--- config.mk ---
export PLATFORM = sky130hd
export DESIGN_NAME = mode_or_delta_block_encoder_flat
export DESIGN_NICKNAME = d
export VERILOG_FILES = /design/src/design/mdbe_pkg.sv /design/src/design/mdbe_if.sv /design/src/design/mdbe_cell.sv /design/src/design/mode_or_delta_block_encoder.sv /design/src/flat_wrapper.sv
export SDC_FILE = /design/constraint.sdc
export NUM_CORES = 2
export LEC_CHECK = 0
export BUFFER_PORTS_ARGS = -buffer_cell sky130_fd_sc_hd__buf_2
export CORE_ASPECT_RATIO = 0.7
export CORE_MARGIN = 4
export CORE_UTILIZATION = 55
export CTS_CLUSTER_SIZE = 25
export DETAILED_ROUTE_END_ITERATION = 7
export PLACE_DENSITY = 0.71
export SKIP_LAST_GASP = 1
export SLEW_MARGIN = 20
export SYNTH_ARGS = -nofsm -noshare
export SYNTH_HDL_FRONTEND = slang
export SYNTH_SLANG_ARGS = --single-unit
--- constraint.sdc ---
create_clock -name clock -period 35.4 [get_ports clock]
set_input_delay 3.54 -clock clock [delete_from_list [all_inputs] [get_ports clock]]
set_output_delay 3.54 -clock clock [all_outputs]
set_load 0.02 [all_outputs]
--- src/design/mdbe_pkg.sv ---
// ----------------------------------------------------------------------------
// mdbe_pkg: shared types and constants
// Widths, result kinds and controller states of the block encoder.
// ----------------------------------------------------------------------------
package mdbe_pkg;

   localparam int BLOCK_SIZE_DEF  = 64;
   localparam int SAMPLE_BITS_DEF = 16;
   localparam int VALUE_W         = 17;
   localparam int COUNT_W         = 7;
   localparam int BITMAP_W        = 32;
   localparam int KIND_W          = 3;
   localparam int THR_W           = 7;
   localparam logic [THR_W-1:0] THR_RESET = 7'd40;
   localparam logic [THR_W-1:0] THR_MIN   = 7'd3;
   localparam int PAD_VALUE       = -10;

   typedef enum logic [KIND_W-1:0] {
      KIND_MODE   = 3'd0,
      KIND_BMAP1  = 3'd1,
      KIND_BMAP2  = 3'd2,
      KIND_RESID  = 3'd3,
      KIND_FIRST  = 3'd4,
      KIND_DELTA  = 3'd5
   } kind_type;

   typedef enum logic [2:0] {
      ST_FILL,
      ST_PAD,
      ST_SCAN,
      ST_HDR,
      ST_BMAP1,
      ST_BMAP2,
      ST_BODY
   } state_type;

   typedef enum logic [1:0] {
      SH_HOLD,
      SH_LOAD,
      SH_ROT
   } shift_op_type;

   typedef struct packed {
      shift_op_type op;
      logic         bump;
   } cell_ctl_type;

endpackage

--- src/design/mdbe_if.sv ---
// ----------------------------------------------------------------------------
// mdbe_req_if / mdbe_rsp_if / mdbe_csr_if: item channels
// Valid/ready channels for input samples, result items and the register.
// ----------------------------------------------------------------------------
interface mdbe_req_if #(parameter int SAMPLE_BITS = 16);
   logic                          valid;
   logic                          ready;
   logic                          req_type;
   logic signed [SAMPLE_BITS-1:0] sample;
   modport source (output valid, req_type, sample, input ready);
   modport sink   (input valid, req_type, sample, output ready);
endinterface

interface mdbe_rsp_if;
   logic               valid;
   logic               ready;
   logic [2:0]         kind;
   logic signed [16:0] value;
   logic [31:0]        bitmap;
   logic               last;
   modport source (output valid, kind, value, bitmap, last, input ready);
   modport sink   (input valid, kind, value, bitmap, last, output ready);
endinterface

interface mdbe_csr_if;
   logic       valid;
   logic       ready;
   logic [6:0] data;
   modport source (output valid, data, input ready);
   modport sink   (input valid, data, output ready);
endinterface

--- src/design/mdbe_cell.sv ---
// ----------------------------------------------------------------------------
// mdbe_cell: one sample cell
// Holds a sample and its match count; shifts both to the next cell.
// ----------------------------------------------------------------------------
module mdbe_cell
   import mdbe_pkg::*;
#(
   parameter int SAMPLE_BITS = SAMPLE_BITS_DEF
) (
   input  logic                          clock,
   input  logic                          reset,
   input  cell_ctl_type                  ctl,
   input  logic signed [SAMPLE_BITS-1:0] new_sample,
   input  logic signed [SAMPLE_BITS-1:0] prev_sample,
   input  logic [COUNT_W-1:0]            prev_count,
   input  logic                          prev_valid,
   input  logic                          clear,
   output logic signed [SAMPLE_BITS-1:0] sample_q,
   output logic [COUNT_W-1:0]            count_q,
   output logic                          valid_q
);
   logic signed [SAMPLE_BITS-1:0] sample_ff, sample_in;
   logic [COUNT_W-1:0]            count_ff, count_in;
   logic                          valid_ff, valid_in;
   logic                          hit;

   assign hit = valid_ff && (sample_ff == new_sample);

   always_comb begin
      sample_in = sample_ff;
      count_in  = count_ff;
      valid_in  = valid_ff;
      case (ctl.op)
         SH_LOAD: begin
            sample_in = prev_sample;
            // the count travels with its sample and picks up a later equal item
            count_in  = prev_count
                        + COUNT_W'(ctl.bump && prev_valid && (prev_sample == new_sample));
            valid_in  = prev_valid;
         end
         SH_ROT: begin
            sample_in = prev_sample;
            count_in  = prev_count;
         end
         default: begin
            if (ctl.bump && hit) count_in = count_ff + 1'b1;
         end
      endcase
      if (clear) valid_in = 1'b0;
   end

   always_ff @(posedge clock) begin
      sample_ff <= sample_in;
      count_ff  <= count_in;
      if (reset) valid_ff <= 1'b0;
      else       valid_ff <= valid_in;
   end

   assign sample_q = sample_ff;
   assign count_q  = count_ff;
   assign valid_q  = valid_ff;
endmodule

--- src/design/mode_or_delta_block_encoder.sv ---
// After a block's 64th sample is accepted, the chain rotates once to find
// the mode and once to build the bitmaps, then loads the first result (the
// mode item, or in delta coding the first sample) and rotates to emit the rest.
// Throughput: one sample per cycle while filling; no sample is taken until
// the block is emitted, and output stalls hold emission back.
// A flush pads one cell per cycle. Reset empties the chain, threshold 40.
// ----------------------------------------------------------------------------
// mode_or_delta_block_encoder: block mode-sparse / delta encoder
// 64-cell shift chain with per-cell match counts, scan and emit control.
// ----------------------------------------------------------------------------
module mode_or_delta_block_encoder
   import mdbe_pkg::*;
#(
   parameter int SAMPLE_BITS = SAMPLE_BITS_DEF
) (
   input  logic        clock,
   input  logic        reset,
   mdbe_req_if.sink    req,
   mdbe_rsp_if.source  rsp,
   mdbe_csr_if.sink    csr
);
   localparam int N  = BLOCK_SIZE_DEF;
   localparam int IW = $clog2(N);

   state_type                     state_ff, state_in;
   logic [THR_W-1:0]              thr_ff;
   logic [IW:0]                   cnt_ff, cnt_in;
   logic [COUNT_W-1:0]            best_ff, best_in;
   logic signed [SAMPLE_BITS-1:0] mode_ff, mode_in, prevs_ff, prevs_in;
   logic [BITMAP_W-1:0]           bm1_ff, bm1_in, bm2_ff, bm2_in;
   logic [COUNT_W-1:0]            nz_ff, nz_in;
   logic                          dmode_ff, dmode_in;
   logic                          ov_ff, ov_in;
   logic [KIND_W-1:0]             okind_ff, okind_in;
   logic signed [VALUE_W-1:0]     oval_ff, oval_in;
   logic [BITMAP_W-1:0]           obm_ff, obm_in;
   logic                          olast_ff, olast_in;

   cell_ctl_type                  ctl;
   logic signed [SAMPLE_BITS-1:0] in_s;
   logic                          clear;
   logic signed [SAMPLE_BITS-1:0] s_q [N];
   logic [COUNT_W-1:0]            c_q [N];
   logic                          v_q [N];
   logic signed [SAMPLE_BITS-1:0] head;
   logic [THR_W-1:0]              thr_eff;
   logic                          ne, out_free, take;

   // cell 0 receives new samples; cell N-1 is the chain head (oldest sample)
   for (genvar g = 0; g < N; g++) begin : g_cell
      logic signed [SAMPLE_BITS-1:0] ps;
      logic [COUNT_W-1:0]            pc;
      logic                          pv;
      if (g == 0) begin : g_first
         // a new item starts at zero and counts its own match in the cell
         assign ps = (ctl.op == SH_ROT) ? s_q[N-1] : in_s;
         assign pc = (ctl.op == SH_ROT) ? c_q[N-1] : '0;
         assign pv = 1'b1;
      end else begin : g_rest
         assign ps = s_q[g-1];
         assign pc = c_q[g-1];
         assign pv = v_q[g-1];
      end
      mdbe_cell #(.SAMPLE_BITS(SAMPLE_BITS)) u_cell (
         .clock(clock), .reset(reset), .ctl(ctl), .new_sample(in_s),
         .prev_sample(ps), .prev_count(pc), .prev_valid(pv), .clear(clear),
         .sample_q(s_q[g]), .count_q(c_q[g]), .valid_q(v_q[g])
      );
   end

   assign head    = s_q[N-1];
   assign thr_eff = (thr_ff < THR_MIN) ? THR_MIN : thr_ff;
   assign ne      = (head != mode_ff);
   assign out_free = !ov_ff || rsp.ready;

   assign req.ready = (state_ff == ST_FILL);
   assign csr.ready = 1'b1;
   assign take      = req.valid && req.ready;

   always_ff @(posedge clock) begin
      if (reset) thr_ff <= THR_RESET;
      else if (csr.valid) thr_ff <= csr.data;
   end

   always_comb begin
      state_in = state_ff;
      cnt_in   = cnt_ff;
      best_in  = best_ff;
      mode_in  = mode_ff;
      prevs_in = prevs_ff;
      bm1_in   = bm1_ff;
      bm2_in   = bm2_ff;
      nz_in    = nz_ff;
      dmode_in = dmode_ff;
      ov_in    = ov_ff && !rsp.ready;
      okind_in = okind_ff;
      oval_in  = oval_ff;
      obm_in   = obm_ff;
      olast_in = olast_ff;
      ctl      = '{op: SH_HOLD, bump: 1'b0};
      in_s     = req.sample;
      clear    = 1'b0;
      case (state_ff)
         ST_FILL: begin
            if (take && !req.req_type) begin
               ctl = '{op: SH_LOAD, bump: 1'b1};
               cnt_in = cnt_ff + 1'b1;
               if (cnt_ff == (IW+1)'(N-1)) begin
                  state_in = ST_SCAN;
                  cnt_in   = '0;
                  best_in  = '0;
               end
            end else if (take && cnt_ff != '0) begin
               state_in = ST_PAD;
            end
         end
         ST_PAD: begin
            in_s   = SAMPLE_BITS'(PAD_VALUE);
            ctl    = '{op: SH_LOAD, bump: 1'b1};
            cnt_in = cnt_ff + 1'b1;
            if (cnt_ff == (IW+1)'(N-1)) begin
               state_in = ST_SCAN;
               cnt_in   = '0;
               best_in  = '0;
            end
         end
         ST_SCAN: begin
            ctl = '{op: SH_ROT, bump: 1'b0};
            if (c_q[N-1] > best_ff || (c_q[N-1] == best_ff && head < mode_ff)
                || cnt_ff == '0) begin
               best_in = c_q[N-1];
               mode_in = head;
            end
            cnt_in = cnt_ff + 1'b1;
            if (cnt_ff == (IW+1)'(N-1)) begin
               state_in = ST_HDR;
               cnt_in   = '0;
            end
         end
         ST_HDR: begin
            // mode known; one rotation pass builds bitmaps
            dmode_in = (best_ff < thr_eff);
            ctl = '{op: SH_ROT, bump: 1'b0};
            if (cnt_ff == '0) begin
               bm1_in = '0;
               bm2_in = '0;
               nz_in  = '0;
            end
            if (ne) begin
               nz_in = ((cnt_ff == '0) ? '0 : nz_ff) + 1'b1;
               if (cnt_ff[IW-1] == 1'b0)
                  bm1_in = ((cnt_ff == '0) ? '0 : bm1_ff)
                           | (BITMAP_W'(1) << (5'd31 - cnt_ff[4:0]));
               else
                  bm2_in = bm2_ff | (BITMAP_W'(1) << (5'd31 - cnt_ff[4:0]));
            end
            cnt_in = cnt_ff + 1'b1;
            if (cnt_ff == (IW+1)'(N-1)) begin
               cnt_in   = '0;
               state_in = (best_ff < thr_eff) ? ST_BODY : ST_BMAP1;
               if (out_free && !(best_ff < thr_eff)) begin
                  ov_in = 1'b1; okind_in = KIND_MODE;
                  oval_in = VALUE_W'(mode_ff); obm_in = '0; olast_in = 1'b0;
               end else if (!(best_ff < thr_eff)) begin
                  state_in = ST_BMAP1;
                  cnt_in   = (IW+1)'(N);
               end
            end
         end
         ST_BMAP1: begin
            if (out_free) begin
               ov_in = 1'b1; olast_in = 1'b0; oval_in = '0;
               if (cnt_ff == (IW+1)'(N)) begin
                  okind_in = KIND_MODE; oval_in = VALUE_W'(mode_ff); obm_in = '0;
                  cnt_in   = '0;
               end else begin
                  okind_in = KIND_BMAP1; obm_in = bm1_ff;
                  state_in = ST_BMAP2;
               end
            end
         end
         ST_BMAP2: begin
            if (out_free) begin
               ov_in = 1'b1; okind_in = KIND_BMAP2; oval_in = '0;
               obm_in = bm2_ff; olast_in = (nz_ff == '0);
               state_in = (nz_ff == '0) ? ST_FILL : ST_BODY;
               if (nz_ff == '0) clear = 1'b1;
            end
         end
         ST_BODY: begin
            if (out_free) begin
               ctl = '{op: SH_ROT, bump: 1'b0};
               cnt_in   = cnt_ff + 1'b1;
               prevs_in = head;
               obm_in   = '0;
               if (dmode_ff) begin
                  ov_in = 1'b1;
                  okind_in = (cnt_ff == '0) ? KIND_FIRST : KIND_DELTA;
                  oval_in  = (cnt_ff == '0) ? VALUE_W'(head)
                             : VALUE_W'(VALUE_W'(head) - VALUE_W'(prevs_ff));
                  olast_in = (cnt_ff == (IW+1)'(N-1));
               end else if (ne) begin
                  ov_in = 1'b1; okind_in = KIND_RESID;
                  oval_in  = VALUE_W'(VALUE_W'(head) - VALUE_W'(mode_ff));
                  nz_in    = nz_ff - 1'b1;
                  olast_in = (nz_ff == COUNT_W'(1));
               end
               if (cnt_ff == (IW+1)'(N-1)) begin
                  state_in = ST_FILL;
                  cnt_in   = '0;
                  clear    = 1'b1;
               end
            end
         end
         default: state_in = ST_FILL;
      endcase
   end

   always_ff @(posedge clock) begin
      if (reset) begin
         state_ff <= ST_FILL;
         cnt_ff   <= '0;
         ov_ff    <= 1'b0;
      end else begin
         state_ff <= state_in;
         cnt_ff   <= cnt_in;
         ov_ff    <= ov_in;
      end
      best_ff  <= best_in;
      mode_ff  <= mode_in;
      prevs_ff <= prevs_in;
      bm1_ff   <= bm1_in;
      bm2_ff   <= bm2_in;
      nz_ff    <= nz_in;
      dmode_ff <= dmode_in;
      okind_ff <= okind_in;
      oval_ff  <= oval_in;
      obm_ff   <= obm_in;
      olast_ff <= olast_in;
   end

   assign rsp.valid  = ov_ff;
   assign rsp.kind   = okind_ff;
   assign rsp.value  = oval_ff;
   assign rsp.bitmap = obm_ff;
   assign rsp.last   = olast_ff;
endmodule

--- src/flat_wrapper.sv ---
// flat-port wrapper written by rule: the top's interface ports become plain ports
module mode_or_delta_block_encoder_flat import mdbe_pkg::*;
#(
   parameter int SAMPLE_BITS = SAMPLE_BITS_DEF
)
  (clock, reset, req_valid, req_req_type, req_sample, req_ready, rsp_valid, rsp_kind, rsp_value, rsp_bitmap, rsp_last, rsp_ready, csr_valid, csr_data, csr_ready);
  mdbe_req_if #(.SAMPLE_BITS(SAMPLE_BITS)) req_i ();
  mdbe_rsp_if rsp_i ();
  mdbe_csr_if csr_i ();
  input  logic clock;
  input  logic reset;
  input wire logic [$bits(req_i.valid)-1:0] req_valid;
  input wire logic [$bits(req_i.req_type)-1:0] req_req_type;
  input wire logic [$bits(req_i.sample)-1:0] req_sample;
  output wire logic [$bits(req_i.ready)-1:0] req_ready;
  output wire logic [$bits(rsp_i.valid)-1:0] rsp_valid;
  output wire logic [$bits(rsp_i.kind)-1:0] rsp_kind;
  output wire logic [$bits(rsp_i.value)-1:0] rsp_value;
  output wire logic [$bits(rsp_i.bitmap)-1:0] rsp_bitmap;
  output wire logic [$bits(rsp_i.last)-1:0] rsp_last;
  input wire logic [$bits(rsp_i.ready)-1:0] rsp_ready;
  input wire logic [$bits(csr_i.valid)-1:0] csr_valid;
  input wire logic [$bits(csr_i.data)-1:0] csr_data;
  output wire logic [$bits(csr_i.ready)-1:0] csr_ready;
  assign req_i.valid = req_valid;
  assign req_i.req_type = req_req_type;
  assign req_i.sample = req_sample;
  assign req_ready = req_i.ready;
  assign rsp_valid = rsp_i.valid;
  assign rsp_kind = rsp_i.kind;
  assign rsp_value = rsp_i.value;
  assign rsp_bitmap = rsp_i.bitmap;
  assign rsp_last = rsp_i.last;
  assign rsp_i.ready = rsp_ready;
  assign csr_i.valid = csr_valid;
  assign csr_i.data = csr_data;
  assign csr_ready = csr_i.ready;
  mode_or_delta_block_encoder #(.SAMPLE_BITS(SAMPLE_BITS)) u_core (.clock(clock), .reset(reset), .req(req_i), .rsp(rsp_i), .csr(csr_i));
endmodule
==> metrics.yaml <==
cp-end-kind: "register"
timing.setup.tns_ns: 0
pre_cts_ws_ns: 25.10
synth_seq_cells: 1718
grt_pass1_vias: 54400
syn_inst: 7059
grt_use_total_pct: 25.3
fmax_mhz: 110
drc: 0
layout.cells.non_filler: 9159
wire_per_inst_um: 23.5
slew_headroom_pct: 19.5
async_reset_ff_share_pct: 0
clockBufferDepth: 3
design_area_um2: 95400
hold_class: "register to register"
drtIter0Drc: 6765
cp_max_fo: 166
max-vdd-ir-drop_mv: 0.113
clock_skew_ns: 0.0331
power_density_nw_per_um2: 111
gp_congestion: 0.876
grt_pass1_wl_mm: 329
numCtsBuffers: 163
synthFlopType: "edfxtp_1"
ant_nets: 0
fp-row-count: 122
cts_resized: 0
cts_sinks: 1718
fin_crit_ns: 9.11
syn-num-nets: 7340
seq_area_frac_synth_pct: 57.6
worst_pin_slew_ns: 1.21
period_share_pct: 25.7
layout_commonest_cell: "edfxtp_1"
coreArea_um2: 159000
total_power_mw: 10.6
outcome: "finished, final reports clean"
routed_via_density: 6.28
syn_avg_cell_area_um2: 12.5
postLayoutSetupSlackWorst_ns: 26.29
cp.arrival_ns: 9.53
htree_levels: 4
synth_edf_count: 1636
finalWirelength_mm: 215
cp.required_ns: 35.81
drive_above_1_share_pct: 6.67
die_area_um2: 167000
setup_viol: 0
leakage_nw: 31.8
vias: 57600
ctsHoldBuffers: 0
start_util_pct: 55.6
place_inst: 8849
grt_max_degree: 254
layout_common_cells: "1636 x edfxtp_1, 915 x xnor2_1, 754 x xor2_1"
die_w_um: 486
synthesis.area_um2: 88100
overflow: 0
yosys_warnings: 0
critical_path_class: "input port to register"
synth.distinct_cells: 75
cp-start-kind: "input port"
placed_cell_area_um2: 89900
postCtsSetupRepairBufs: 0
grt_setup_unrepaired: "false"
final_hold_viol_count: 0
areaGrowthSynthToFinish_pct: 8.27
num_io_pins: 85
antenna_found_initial: 12
path_clk_slew_ns: 0.06
hpwlAfterDp_mm: 136
fin_nets: 7189
drt_pass1_iterations: 6
cts_tree: "built"
cts_root_buffer: "clkbuf_16"
clk-insertion-delay-late_ns: 0.80
port_buffers: 83
drv_cap: 0
maxSlewViolCount: 0
die_h_um: 343
sequential cells by signal (all words and copies together) (netlist names), 7 cells and up:
| register | count |
|---|---|
| u_core.g_cell.u_cell.count_q | 448 |
| u_core.best_ff | 7 |
| u_core.g_cell.u_cell.sample_q | 1024 |
| u_core.bm2_ff | 32 |
| u_core.rsp.bitmap | 32 |
| u_core.g_cell.u_cell.valid_q | 64 |
| u_core.bm1_ff | 32 |
| u_core.mode_ff | 16 |
| u_core.nz_ff | 7 |
| u_core.thr_ff | 7 |
| u_core.rsp.value | 17 |
| u_core.cnt_ff | 7 |
| u_core.prevs_ff | 16 |
stage by stage:
step	hold WS, ns	utilization [%]
after global routing	0.473	60.2
final	0.454	60.2
after detailed placement	0.448	56.7
after floorplan	0.436	-
after global placement	0.443	56.7
after CTS	0.453	60.1
final cells by class:
type	instances	area [um2]
well taps	2108	2640
multi-input cells	4806	35200
inverters	68	263
diodes	6	15.0
repair buffers	151	1040
clock inverters	81	871
flip-flops and latches	1718	50800
clock buffers	221	4580
fillers	12300	63200
power breakdown:
| part | switching [mW] | internal [mW] | leakage (nW) | total [mW] |
|---|---|---|---|---|
| Combinational | 2.29 | 1.44 | 12.8 | 3.74 |
| Clock | 0.786 | 1.02 | 2.67 | 1.80 |
| Sequential | 1.10 | 3.92 | 16.4 | 5.02 |
cells in the mapped netlist (all sizes together), types with 16 or more instances:
cell type	number	area share, %
edfxtp	1636	56
xnor2	915	9.1
xor2	754	7.5
nand3	557	3.2
a21oi	448	2.5
a221oi	385	3.8
clkbuf	332	1.4
nand2	275	1.2
ha	250	3.5
o21ai	209	1.2
nor2	199	0.93
nand4	169	1.2
buf	135	0.89
dfxtp	82	1.9
mux2i	74	0.84
inv	68	0.29
a22oi	67	0.57
a22o	59	0.59
and3	56	0.40
or4	52	0.44
nor4	51	0.38
nor3	46	0.28
and4	42	0.42
nand2b	33	0.23
and2	16	0.11
worst max-delay path, cell delays in order:
cell and delay, ns:
buf_2 0.10, nor2b_1 0.35, nor2_1 0.19, nor2_4 0.67, ha_4 0.48, inv_8 0.48
buf_4 0.91, buf_12 0.62, buf_4 0.94, buf_4 0.93
layer usage:
metal | up-vias | GRT usage, % | share of wire [%]
met4 | 6 | 6.72 | 2.1
met5 | - | 0 | 0.018
met3 | 283 | 6.50 | 11
li1 | 26200 | - | -
met2 | 2475 | 34.2 | 41
met1 | 28600 | 40.0 | 46
kinds of logic after synthesis:
family          share of synthesized area, %
mux                                    0.968
simple gates                            9.10
compound gates                          9.54
fa+ha+maj                               3.60
flops                                   57.6
buf+inv                                 2.59
xor+xnor                                16.6
other cells                          0.00426
final timing paths:
kind	from	to	slack, ns	depth (start not counted)
setup / recovery	req_valid	u_core.g_cell[16].u_cell.sample_q[5]	26.29	10
hold / removal	u_core.g_cell[59].u_cell.sample_q[13]	u_core.g_cell[60].u_cell.sample_q[13]	0.45	0
setup reg to reg	u_core.state_ff[2]	u_core.g_cell[16].u_cell.sample_q[5]	28.75	8
hold reg to reg	u_core.g_cell[59].u_cell.sample_q[13]	u_core.g_cell[60].u_cell.sample_q[13]	0.45	0
Note: power is estimated with default switching activity, not from simulation.
